$ cat src/rtl/lruc_pkg.sv
// Shared types and codes for the LRU cache with pinned handles.
// No dependencies.
`timescale 1ns / 1ps
package lruc_pkg;
    localparam int PW = 6;                       // slot pointer width, holds the empty marker
    localparam logic [PW-1:0] NIL = 6'd63;
    localparam logic [5:0] REFS_MAX = 6'd63;

    localparam logic [1:0] FN_INSERT  = 2'd0;
    localparam logic [1:0] FN_LOOKUP  = 2'd1;
    localparam logic [1:0] FN_RELEASE = 2'd2;
    localparam logic [1:0] FN_ERASE   = 2'd3;

    localparam logic [1:0] ST_OK      = 2'd0;
    localparam logic [1:0] ST_MISS    = 2'd1;
    localparam logic [1:0] ST_FULL    = 2'd2;
    localparam logic [1:0] ST_BAD     = 2'd3;

    localparam logic KIND_ANSWER = 1'b0;
    localparam logic KIND_FREED  = 1'b1;

    typedef struct packed {
        logic [1:0]    func;
        logic [63:0]   key;
        logic [31:0]   val;
        logic [15:0]   charge;
        logic [PW-1:0] handle;
    } t_cmd;
endpackage

$ cat src/rtl/lruc_if.sv
// Handshake channels of the cache: command items in, result items out.
// No dependencies.
`timescale 1ns / 1ps
interface lruc_in_if;
    logic        valid;
    logic        ready;
    logic [1:0]  func;
    logic [63:0] key;
    logic [31:0] item_value;
    logic [15:0] charge;
    logic [4:0]  slot_handle;
    modport source (output valid, func, key, item_value, charge, slot_handle, input ready);
    modport sink   (input valid, func, key, item_value, charge, slot_handle, output ready);
endinterface


$ cat src/rtl/lruc_front.sv
// Front end: accepts command items, masks key and value, queues them for the engine.
// Depends on lruc_pkg and lruc_in_if.
`timescale 1ns / 1ps
module lruc_front #(
    parameter int KEY_BITS   = 64,
    parameter int VALUE_BITS = 32
) (
    input  logic          i_clk,
    input  logic          i_rst_n,
    lruc_in_if.sink       s_in,
    output lruc_pkg::t_cmd o_cmd,
    output logic          o_cmd_valid,
    input  logic          i_cmd_ready
);
    import lruc_pkg::*;

    localparam logic [63:0] KMASK = (KEY_BITS >= 64) ? {64{1'b1}}
                                  : ((64'd1 << KEY_BITS) - 64'd1);
    localparam logic [31:0] VMASK = (VALUE_BITS >= 32) ? {32{1'b1}}
                                  : ((32'd1 << VALUE_BITS) - 32'd1);

    t_cmd       r_q [2];
    logic       r_wp, r_rp;
    logic [1:0] r_cnt;
    logic       push, pop;
    t_cmd       cmd_in;

    always_comb begin
        cmd_in.func   = s_in.func;
        cmd_in.key    = s_in.key & KMASK;
        cmd_in.val    = s_in.item_value & VMASK;
        cmd_in.charge = s_in.charge;
        cmd_in.handle = {1'b0, s_in.slot_handle};
    end

    assign s_in.ready  = (r_cnt != 2'd2);
    assign push        = s_in.valid && s_in.ready;
    assign o_cmd_valid = (r_cnt != 2'd0);
    assign pop         = o_cmd_valid && i_cmd_ready;
    assign o_cmd       = r_q[r_rp];

    always_ff @(posedge i_clk) begin
        if (push) r_q[r_wp] <= cmd_in;
        if (!i_rst_n) begin
            r_wp  <= 1'b0;
            r_rp  <= 1'b0;
            r_cnt <= 2'd0;
        end else begin
            if (push) r_wp <= ~r_wp;
            if (pop)  r_rp <= ~r_rp;
            r_cnt <= r_cnt + {1'b0, push} - {1'b0, pop};
        end
    end
endmodule

$ cat src/flat_wrapper.sv
// flat-port wrapper written by rule: the top's interface ports become plain ports
module lruc_front_flat import lruc_pkg::*;
#(
    parameter int KEY_BITS   = 64,
    parameter int VALUE_BITS = 32
)
  (i_clk, i_rst_n, o_cmd, o_cmd_valid, i_cmd_ready, s_in_valid, s_in_func, s_in_key, s_in_item_value, s_in_charge, s_in_slot_handle, s_in_ready);
  lruc_in_if s_in_i ();
  input  logic i_clk;
  input  logic i_rst_n;
  output lruc_pkg::t_cmd o_cmd;
  output logic o_cmd_valid;
  input  logic i_cmd_ready;
  input wire logic [$bits(s_in_i.valid)-1:0] s_in_valid;
  input wire logic [$bits(s_in_i.func)-1:0] s_in_func;
  input wire logic [$bits(s_in_i.key)-1:0] s_in_key;
  input wire logic [$bits(s_in_i.item_value)-1:0] s_in_item_value;
  input wire logic [$bits(s_in_i.charge)-1:0] s_in_charge;
  input wire logic [$bits(s_in_i.slot_handle)-1:0] s_in_slot_handle;
  output wire logic [$bits(s_in_i.ready)-1:0] s_in_ready;
  assign s_in_i.valid = s_in_valid;
  assign s_in_i.func = s_in_func;
  assign s_in_i.key = s_in_key;
  assign s_in_i.item_value = s_in_item_value;
  assign s_in_i.charge = s_in_charge;
  assign s_in_i.slot_handle = s_in_slot_handle;
  assign s_in_ready = s_in_i.ready;
  lruc_front #(.KEY_BITS(KEY_BITS), .VALUE_BITS(VALUE_BITS)) u_core (.i_clk(i_clk), .i_rst_n(i_rst_n), .s_in(s_in_i), .o_cmd(o_cmd), .o_cmd_valid(o_cmd_valid), .i_cmd_ready(i_cmd_ready));
endmodule
$ cat config.mk
export PLATFORM = sky130hd
export DESIGN_NAME = lruc_front_flat
export DESIGN_NICKNAME = d
export VERILOG_FILES = /design/src/rtl/lruc_pkg.sv /design/src/rtl/lruc_if.sv /design/src/rtl/lruc_front.sv /design/src/flat_wrapper.sv
export SDC_FILE = /design/constraint.sdc
export NUM_CORES = 1
export LEC_CHECK = 0
export BUFFER_PORTS_ARGS = -buffer_cell sky130_fd_sc_hd__buf_2
export CAP_MARGIN = 20
export CORE_MARGIN = 1.5
export CORE_UTILIZATION = 56
export CTS_CLUSTER_SIZE = 10
export DETAILED_ROUTE_END_ITERATION = 10
export HOLD_SLACK_MARGIN = 0.12
export PLACE_DENSITY = 0.85
export SYNTH_ARGS = -nofsm -noshare
export SYNTH_HDL_FRONTEND = slang
export SYNTH_SLANG_ARGS = --single-unit
$ cat constraint.sdc
create_clock -name i_clk -period 20.5 [get_ports i_clk]
set_clock_uncertainty 0.1 [all_clocks]
set_input_delay 4.1 -clock i_clk [delete_from_list [all_inputs] [get_ports i_clk]]
set_output_delay 4.1 -clock i_clk [all_outputs]
set_load 0.005 [all_outputs]
# Word-level counts from Yosys, hierarchy flattened
# Memories as Yosys holds them, arrays and structs flattened. A register that Yosys moved wholly into a read port is not among the register bits.
# Cells that the tools add are included.
[op_classes]
n_addsub = 2
n_eq_ne = 1
mux = 4
n_bitwise = 2
reduce_logical = 3
[ops]
columns = ["op", "n"]
rows = [
  ["1-bit 2-to-1 mux", 4],
  ["2-bit by 1-bit adder with 2-bit output", 1],
  ["1-bit logical AND", 2],
  ["2-bit inequality test (second input constant)", 1],
  ["1-bit NOT", 2],
  ["2-bit nonzero test", 1],
  ["2-bit by 1-bit subtractor with 2-bit output", 1],
]
[totals]
register_bits = 4
mem_bits_rw = 238
in_bits = 123
out_inout_bits = 122
memories = 1
[memory_table]
columns = ["memory", "depth", "width", "read_ports", "rd_clocked_by_memory_dff", "wr", "line", "text"]
rows = [
  ["u_core.r_q", 2, 119, 1, 1, 1, "lruc_front.sv:22", "t_cmd r_q [2];"],
]

# Longest topological paths before layout
# Gate-level depths: netlist of run 1.
[depth]
word_depth = 4
depth_mapped = 7

# Least setup slack after synthesis of run 1
# OpenSTA, ideal clock, no wires.
[synth_path]
path_type = "in2reg"
from = "input port s_in_valid"
to = "memory u_core.r_q[0][0] (netlist name) (enable)"
setup_ns = 0.612
arrival_ns = 9.504
required_time_ns = 19.788
setup_slack_ns = 10.284
path_stages = 2
n_path_buf = 0
cell_sequence = "and2_1 nor2b_1"
[synth_via]
elab_chain_len = 3
[synth_lines]
columns = ["item", "line", "text"]
rows = [
  ["start: declaration", "flat_wrapper.sv:14", "input wire logic [$bits(s_in_i.valid)-1:0] s_in_valid;"],
  ["1-bit logical AND", "lruc_front.sv:37", "assign push = s_in.valid && s_in.ready;"],
  ["1-bit 2-to-1 mux", "lruc_front.sv:43", "if (push) r_q[r_wp] <= cmd_in;"],
  ["1-bit 2-to-1 mux (not written as such)", "lruc_front.sv:43", ""],
  ["end: declaration", "lruc_front.sv:22", ""],
]
# Every way passes these cells.

==> impl_metrics.env, run 1 <==
export IMPL_outcome="complete, no violations"
export IMPL_first_pass_iters=4
export IMPL_die_area_sq_um=16700
export IMPL_period_needed_ps=6980
export IMPL_max_stage_delay_ps=840
export IMPL_dieWidth_um=129
export IMPL_slew_headroom_pct=33.9
export IMPL_drtAntennaViolNets=0
export IMPL_grt_overflow=0
export IMPL_num_rows=45
export IMPL_required_ps=16300
export IMPL_ioPinCount=245
export IMPL_cts_hold_buf=0
export IMPL_grt_usage_pct=19.3
export IMPL_post_cts_buffers=0
export IMPL_post_route_drc_count=0
export IMPL_drive_gt1_share_pct=59.3
export IMPL_reg2reg_from="u_core.r_cnt[0]$_SDFF_PN0_"
export IMPL_maxCapViolations=0
export IMPL_syn_to_final_growth_pct=23.9
export IMPL_grt_pass1_wl_mm=24.4
export IMPL_hold_viol=0
export IMPL_worstPathMaxFanout=60
export IMPL_grt_pass1_vias=4809
export IMPL_dpl_hpwl_mm=10.6
export IMPL_path_cells="buf_4 -> mux2_2 -> buf_2"
export IMPL_leakagePower_nw=4.13
export IMPL_tns_ps=0
export IMPL_synth_top_area_share_pct=80.2
export IMPL_cts_buffers=28
export IMPL_yosys_most_used_dff="edfxtp_1"
export IMPL_synth_fp_nets=524
export IMPL_synth_edf_count=238
export IMPL_root_buffer="clkbuf_16"
export IMPL_crit_arrival_ps=2780
export IMPL_synthArstFlopShare_pct=0
export IMPL_antenna_found_initial=1
export IMPL_fmax_ghz=0.143
export IMPL_nFillCells=962
export IMPL_syn_inst=399
export IMPL_endpoint_kind="primary output"
export IMPL_routabilityCongestion=0.746
export IMPL_min_period_over_period_pct=34.1
export IMPL_yosys_register_bits=243
export IMPL_fin_util_pct=71.8
export IMPL_worstSkewPairLatency_ps=520
export IMPL_cp_buffers_inverters=2
export IMPL_wl_mm=16.6
export IMPL_yosysSeqAreaShare_pct=81.3
export IMPL_start_util_pct=58.0
export IMPL_dieHeight_um=129
export IMPL_rsz0062_at_grt="false"
export IMPL_yosys_warnings=0
export IMPL_vias=4604
export IMPL_tightest_slew_ps=991
export IMPL_io_buffers=243
export IMPL_avgSynthCellArea_sq_um=22.3
export IMPL_slowest_stage="dfxtp_4"
export IMPL_seq_area_sq_um=7250
export IMPL_yosysTopAreaCell="edfxtp_1"
export IMPL_synth_area_leaders="edfxtp_1 80%, mux2_2 15%, clkbuf_8 1.7%, dfxtp_1 1.1%, ha_1 0.28%"
export IMPL_crit_type="register to primary output"
export IMPL_ys_types=22
export IMPL_viasPerCell=5.19
export IMPL_clock_sinks=243
export IMPL_grt_max_degree=73
export IMPL_worst_path_dominant_cell_family="buffers and inverters"
export IMPL_num_nets_final=787
export IMPL_slew_viol_final=0
export IMPL_syn_cell_area_sq_um=8910
export IMPL_cts_resized=0
export IMPL_coreArea_sq_um=15400
export IMPL_drtIter0Drc=293
export IMPL_powerDensity_nw_per_um2=125
export IMPL_wire_per_inst_um=18.8
export IMPL_clock_path_buffers=3
export IMPL_hold_path_class="register to register"
export IMPL_worstHoldStart="u_core.r_rp$_SDFFE_PN0P_"
export IMPL_cts_reportedPaths_clkPinSlew_ps=50
export IMPL_crit_path_start_kind="register"
export IMPL_multi_input_area_sq_um=1480
export IMPL_setup_violations_final=0
export IMPL_cts_tree="built"
export IMPL_htreeDepth=1
export IMPL_ir_worst_vdd_v=0.0000841
worst paths after layout:
| path | endpoint | slack [ps] | depth (start not counted) |
|---|---|---|---|
| worst max-delay path | o_cmd[114] | 13520 | 3 |
| worst min-delay path | register | 430 | 2 |
| worst max register to register | u_core.r_q[1][53]$_DFFE_PP_ | 17890 | 3 |
| worst min register to register | register | 430 | 2 |
cells in the final DEF, fill, tap and decap left out, types with 2 or more instances in the layout:
master,Yosys,routed
buf_2,0,243
edfxtp_1,238,238
mux2_2,119,119
clkbuf_16,0,29
clkbuf_1,0,13
buf_4,1,4
dfxtp_1,5,4
and2_1,3,3
inv_1,3,3
nor2_1,3,3
ha_1,2,2
worst register-to-register path: stages (launching register included):
cell and delay [ps]:
dfxtp_1 360, nand2b_1 190, and3_4 750, buf_4 800
cell type report:
class	instances	share of cell area, %
multi-input combinational	139	13.4
clock inverter	1	0.0680
inverter	3	0.102
timing repair buffer	247	11.3
sequential	243	65.7
antenna	1	0.0227
tap	211	2.39
clock buffer	42	7.01
cell families after synthesis:
kind of cell / Yosys count / synth area share (%)
other: 1 / 0.0421
xor gates and xnor gates: 2 / 0.197
and+or+nand+nor: 13 / 0.814
buffers and inverters: 17 / 2.16
muxes: 119 / 15.0
DFF: 243 / 81.3
AOI/OAI and AO/OA: 2 / 0.140
adders and majority gates: 2 / 0.281
sequential cells by signal, summed over array words and instances, names as in the netlist, named ones only:
register,count
u_core.r_q,238
u_core.r_cnt,2
u_core.r_rp,1
u_core.r_wp,1
routing by layer:
| layer | share of wire (%) | vias up | global-route usage (%) |
|---|---|---|---|
| li1 | - | 2095 | - |
| met1 | 38 | 2293 | 22.9 |
| met2 | 52 | 187 | 33.7 |
| met3 | 8.6 | 29 | 6.11 |
| met4 | 2.1 | 0 | 5.95 |
| met5 | 0 | - | 0 |
synth_stat cells (2+ instances only):
library cell    n
edfxtp_1      238
mux2_2        119
clkbuf_8       11
dfxtp_1         5
and2_1          3
inv_1           3
nor2_1          3
buf_6           2
ha_1            2
report_power, final:
group / total, mW / switching [mW] / internal (mW)
Sequential: 0.665 / 0.0338 / 0.631
Clock: 0.428 / 0.172 / 0.256
Combinational: 0.282 / 0.132 / 0.150
stage by stage:
step	power [mW]	setup WS [ps]	instance area (sq um)	cells	hold slack, ps
global route	1.43	13380	11000	887	461
floorplan	0.854	10280	8910	399	353
CTS	1.39	13500	11000	886	438
global placement	0.944	14100	10300	843	396
finish	1.38	13520	11000	887	431
detailed placement	0.958	14060	10300	843	423
No activity file was read; power rests on OpenSTA's default activity.
==> run 2: changes to the inputs <==
Settings changed: ABC_AREA from default to 1, CORE_UTILIZATION 56 to 52, PLACE_DENSITY 0.85 to 0.79.
Clock period 20.5 ns to 6.9 ns, I/O delays scaled along.
==> impl_metrics.env, run 2 <==
export IMPL_outcome="complete, no violations"
export IMPL_worstPathMaxFanout=74
export IMPL_num_nets_final=798
export IMPL_yosys_warnings=0
export IMPL_start_util_pct=53.6
export IMPL_ir_worst_vdd_v=0.000300
export IMPL_viasPerCell=5.04
export IMPL_syn_inst=410
export IMPL_cts_resized=0
export IMPL_num_rows=47
export IMPL_syn_to_final_growth_pct=24.6
export IMPL_die_area_sq_um=17900
export IMPL_final_common_cell="buf_2"
export IMPL_cts_hold_buf=0
export IMPL_routabilityCongestion=0.758
export IMPL_avgSynthCellArea_sq_um=21.8
export IMPL_switching_share_pct=24.3
export IMPL_tightest_slew_ps=968
export IMPL_crit_type="register to primary output"
export IMPL_power_switching_uw=997
export IMPL_io_buffers=243
export IMPL_synthTopCellsByCount="238 x edfxtp_1, 119 x mux2_2, 11 x clkbuf_8"
export IMPL_post_route_drc_count=0
export IMPL_yosysSeqAreaShare_pct=81.2
export IMPL_layout_common_cells="243 x buf_2, 238 x edfxtp_1, 119 x mux2_2"
export IMPL_cts_buffers=28
export IMPL_p_int_mw=3.11
export IMPL_crit_arrival_ps=2720
export IMPL_powerDensity_nw_per_um2=369
export IMPL_grt_usage_pct=18.0
export IMPL_drtIter0Drc=168
export IMPL_coreArea_sq_um=16600
export IMPL_top_register="u_core.r_q"
export IMPL_yosysMostFrequentCell="edfxtp_1"
export IMPL_root_buffer="clkbuf_16"
export IMPL_slew_headroom_pct=35.5
export IMPL_comb_power_share_pct=19.2
export IMPL_antenna_found_initial=3
export IMPL_grt_pass1_vias=4902
export IMPL_synth_top_area_share_pct=80.1
export IMPL_dieWidth_um=134
export IMPL_slew_viol_final=0
export IMPL_dieHeight_um=134
export IMPL_clockPowerShare_pct=32.3
export IMPL_stdcell_count=916
export IMPL_htreeDepth=1
export IMPL_cts_tree="built"
export IMPL_first_pass_iters=4
export IMPL_clock_sinks=243
export IMPL_clock_path_buffers=3
export IMPL_grt_overflow=0
export IMPL_crit_path_start_kind="register"
export IMPL_synth_area_leaders="edfxtp_1 80%, mux2_2 15%, clkbuf_8 1.7%, dfxtp_1 1.1%, inv_1 0.38%"
export IMPL_required_ps=5420
export IMPL_largest_reg_flops=238
export IMPL_drive_gt1_share_pct=57.4
export IMPL_drtAntennaViolNets=0
export IMPL_tns_ps=0
export IMPL_fmax_ghz=0.238
export IMPL_place_inst=863
export IMPL_grt_max_degree=75
export IMPL_wire_per_inst_um=18.1
export IMPL_synth_edf_count=238
export IMPL_ys_types=13
export IMPL_period_needed_ps=4200
export IMPL_fin_util_pct=66.8
export IMPL_cp_buffers_inverters=2
export IMPL_synthArstFlopShare_pct=0
export IMPL_cts_reportedPaths_clkPinSlew_ps=50
export IMPL_power_share_sequential_pct=48.5
export IMPL_yosys_most_used_dff="edfxtp_1"
export IMPL_reg_top3="u_core.r_q (238), u_core.r_cnt (2)"
export IMPL_yosys_register_bits=243
export IMPL_worstSkewPairLatency_ps=510
export IMPL_vias=4620
export IMPL_max_stage_delay_ps=990
export IMPL_path_cells="buf_4 -> mux2_2 -> buf_2"
export IMPL_hold_path_class="register to register"
export IMPL_slowest_stage="dfxtp_4"
export IMPL_endpoint_kind="primary output"
export IMPL_wl_mm=16.5
export IMPL_yosysTopAreaCell="edfxtp_1"
export IMPL_synth_fp_nets=535
export IMPL_leakagePower_nw=4.18
export IMPL_grt_pass1_wl_mm=24.8
export IMPL_hold_viol=0
export IMPL_ioPinCount=245
export IMPL_worst_path_dominant_cell_family="flip-flops"
export IMPL_rsz0062_at_grt="false"
export IMPL_setup_violations_final=0
export IMPL_post_cts_buffers=0
export IMPL_maxCapViolations=0
export IMPL_dpl_hpwl_mm=10.8
export IMPL_syn_cell_area_sq_um=8920
export IMPL_min_period_over_period_pct=60.9
-- run 2: cell count changes after synthesis, moves of 2 or more --
cell	before	now
inv_1	3	9
and2_1	3	0
nand3_1	0	3
nor2_1	3	8
a21oi_1	0	2
nand2_1	1	9
-- run 2: path summary, 6_finish.rpt --
kind,from,end,slack [ps],depth (start not counted)
max reg2reg,u_core.r_cnt[0]$_SDFF_PN0_,u_core.r_q[1][113]$_DFFE_PP_,4350,5
min,u_core.r_rp$_SDFFE_PN0P_,register,430,2
max,register,o_cmd[98],2700,3
min reg2reg,u_core.r_rp$_SDFFE_PN0P_,register,430,2
-- run 2: cell families after synthesis --
| group | count (synthesis) | share of synthesized area, % |
|---|---|---|
| multiplexers | 119 | 15.0 |
| flip-flops | 243 | 81.2 |
| adder cells (fa/ha/maj) | 2 | 0.280 |
| buffers and inverters | 23 | 2.41 |
| AND/OR/NAND/NOR | 20 | 0.884 |
| other | 1 | 0.0420 |
| AO/OA/AOI/OAI | 2 | 0.112 |
-- run 2: area by class of cell --
type	count	area, sq um
Sequential cell	243	7250
Clock inverter	1	30.0
Multi-Input combinational cell	144	1470
Inverter	9	36.3
Clock buffer	51	808
Fill cell	1135	5530
Antenna cell	1	2.50
Timing Repair Buffer	247	1250
Tap cell	220	275
-- run 2: metrics by stage --
stage	area, sq um	total power [mW]	setup WS [ps]	hold slack [ps]
after floorplan	8920	2.50	1820	367
after global placement	10300	2.78	3220	381
after detailed placement	10300	2.82	3190	416
after CTS	11100	4.16	2640	422
after global routing	11100	4.29	2530	455
final	11100	4.11	2700	429
-- run 2: worst min-delay path: cells and delay by family, from the launching register on --
kind	cells	cell delay, ps
flip-flops	1	340
AND/OR/NAND/NOR	2	160
-- run 2: routing by layer --
metal	part of all wire, %	vias up	track usage [%]
li1	-	2136	-
met1	38	2229	20.6
met2	50	209	30.9
met3	9.2	42	6.54
met4	2.8	4	6.94
met5	0.13	-	0
-- run 2: power by group through the flow --
stage	logic [mW]	registers (mW)	clock network, mW
5_1_grt	0.859	2.02	1.42
3_3_place_gp	0.772	2.01	0
2_1_floorplan	0.526	1.97	0
3_5_place_dp	0.793	2.02	0
4_1_cts	0.803	2.00	1.36
6_report	0.788	1.99	1.33
==> run 3: changes to the inputs <==
Settings changed: ABC_AREA 1 to 0, CORE_UTILIZATION 52 to 47, PLACE_DENSITY 0.79 to 0.76.
Clock period 6.9 ns to 3.65 ns, I/O delays scaled along.
==> impl_metrics.env, run 3 (synthesis results as in run 1) <==
export IMPL_cts_hold_buf=0
export IMPL_htreeDepth=1
export IMPL_hold_viol=0
export IMPL_worstPathMaxFanout=42
export IMPL_grt_pass1_vias=4935
export IMPL_start_util_pct=47.8
export IMPL_wl_mm=16.3
export IMPL_path_cells="buf_4 -> mux2_2 -> buf_2"
export IMPL_root_buffer="clkbuf_16"
export IMPL_dpl_hpwl_mm=10.7
export IMPL_fmax_ghz=0.331
export IMPL_grt_max_degree=71
export IMPL_crit_arrival_ps=2200
export IMPL_drtAntennaViolNets=0
export IMPL_crit_type="register to primary output"
export IMPL_coreArea_sq_um=18600
export IMPL_power_mw=7.77
export IMPL_final_common_cell="buf_2"
export IMPL_rsz0062_at_grt="false"
export IMPL_stdcell_count=912
export IMPL_worstSkewPairLatency_ps=510
export IMPL_syn_to_final_growth_pct=25.1
export IMPL_post_route_drc_count=0
export IMPL_layout_common_cells="243 x buf_2, 238 x edfxtp_1, 119 x mux2_2"
export IMPL_cts_tree="built"
export IMPL_tightest_slew_ps=690
export IMPL_clock_sinks=243
export IMPL_die_area_sq_um=19800
export IMPL_slowest_stage="dfxtp_4"
export IMPL_top_register="u_core.r_q"
export IMPL_grt_usage_pct=16.1
export IMPL_leakagePower_nw=4.16
export IMPL_powerDensity_nw_per_um2=697
export IMPL_num_rows=50
export IMPL_ir_worst_vdd_v=0.000524
export IMPL_cts_resized=0
export IMPL_wire_per_inst_um=17.9
export IMPL_io_buffers=243
export IMPL_max_stage_delay_ps=720
export IMPL_required_ps=2820
export IMPL_largest_reg_flops=238
export IMPL_outcome="complete, no violations"
export IMPL_worst_path_dominant_cell_family="flip-flops"
export IMPL_cp_buffers_inverters=2
export IMPL_tns_ps=0
export IMPL_post_cts_buffers=0
export IMPL_hold_path_class="primary input to register"
export IMPL_grt_pass1_wl_mm=25.0
export IMPL_cts_buffers=28
export IMPL_clock_path_buffers=3
export IMPL_drtIter0Drc=183
export IMPL_worst_slack_ps=624
export IMPL_dieWidth_um=141
export IMPL_maxCapViolations=0
export IMPL_drive_gt1_share_pct=59.4
export IMPL_antenna_found_initial=4
export IMPL_num_nets_final=789
export IMPL_routabilityCongestion=0.749
export IMPL_crit_path_start_kind="register"
export IMPL_period_needed_ps=3030
export IMPL_first_pass_iters=4
export IMPL_slew_viol_final=0
export IMPL_endpoint_kind="primary output"
export IMPL_vias=4543
export IMPL_min_period_over_period_pct=82.9
export IMPL_grt_overflow=0
export IMPL_slew_headroom_pct=54.0
export IMPL_viasPerCell=4.98
export IMPL_ioPinCount=245
export IMPL_pre_cts_ws_ps=1110
export IMPL_setup_violations_final=0
export IMPL_place_inst=868
export IMPL_reg_top3="u_core.r_q (238), u_core.r_cnt (2)"
export IMPL_cts_reportedPaths_clkPinSlew_ps=50
export IMPL_dieHeight_um=141
-- run 3: changes by cell type in the layout (fill, tap and decap cells not counted), sizes merged, moves of 2 or more --
cell    delta
nand2      -8
a21oi      -2
and2       +3
nand3      -3
clkbuf     -9
nor2       -5
buf        +2
inv        -6
-- run 3: where the power goes --
group | internal [mW] | leakage [nW] | total (mW) | switching (mW)
Combinational | 0.868 | 1.51 | 1.62 | 0.756
Clock | 1.51 | 0.387 | 2.45 | 0.942
Sequential | 3.54 | 2.26 | 3.70 | 0.162
Total | 5.91 | 4.16 | 7.77 | 1.86
-- run 3: final cells by class --
cell class	count	area (sq um)
antenna	1	2.50
clock buffer	42	774
clock inverter	1	30.0
fill	1397	7500
inverter	3	11.3
multi-input combinational	139	1480
sequential	243	7250
tap	234	293
timing repair buffer	249	1300
-- run 3: worst register-to-register path, cell delays in order, from the launching register on --
cell      delay (ps)
dfxtp_1          360
nand2b_1         180
and3_4           650
buf_12           360
-- run 3: worst paths after layout --
check	startpoint	end	slack [ps]	cells past startpoint
max	register	o_cmd[18]	620	3
min	s_in_key[58]	u_core.r_q[1][111]$_DFFE_PP_	300	1
max reg2reg	u_core.r_cnt[0]$_SDFF_PN0_	u_core.r_q[1][90]$_DFFE_PP_	1590	3
min reg2reg	u_core.r_rp$_SDFFE_PN0P_	register	420	2
-- run 3: layer usage --
layer  global-route usage [%]  share of wire (%)
met5                        0               0.16
met3                     5.20                8.1
met1                     18.8                 39
met2                     28.6                 51
met4                     4.93                2.1
-- run 3: per-stage QoR --
stage,util [%],cell area (sq um),hold slack [ps]
after floorplan,-,8920,381
after global placement,55.4,10300,397
after detailed placement,55.4,10300,411
after CTS,59.8,11100,275
after global routing,59.8,11100,272
final,59.8,11100,305
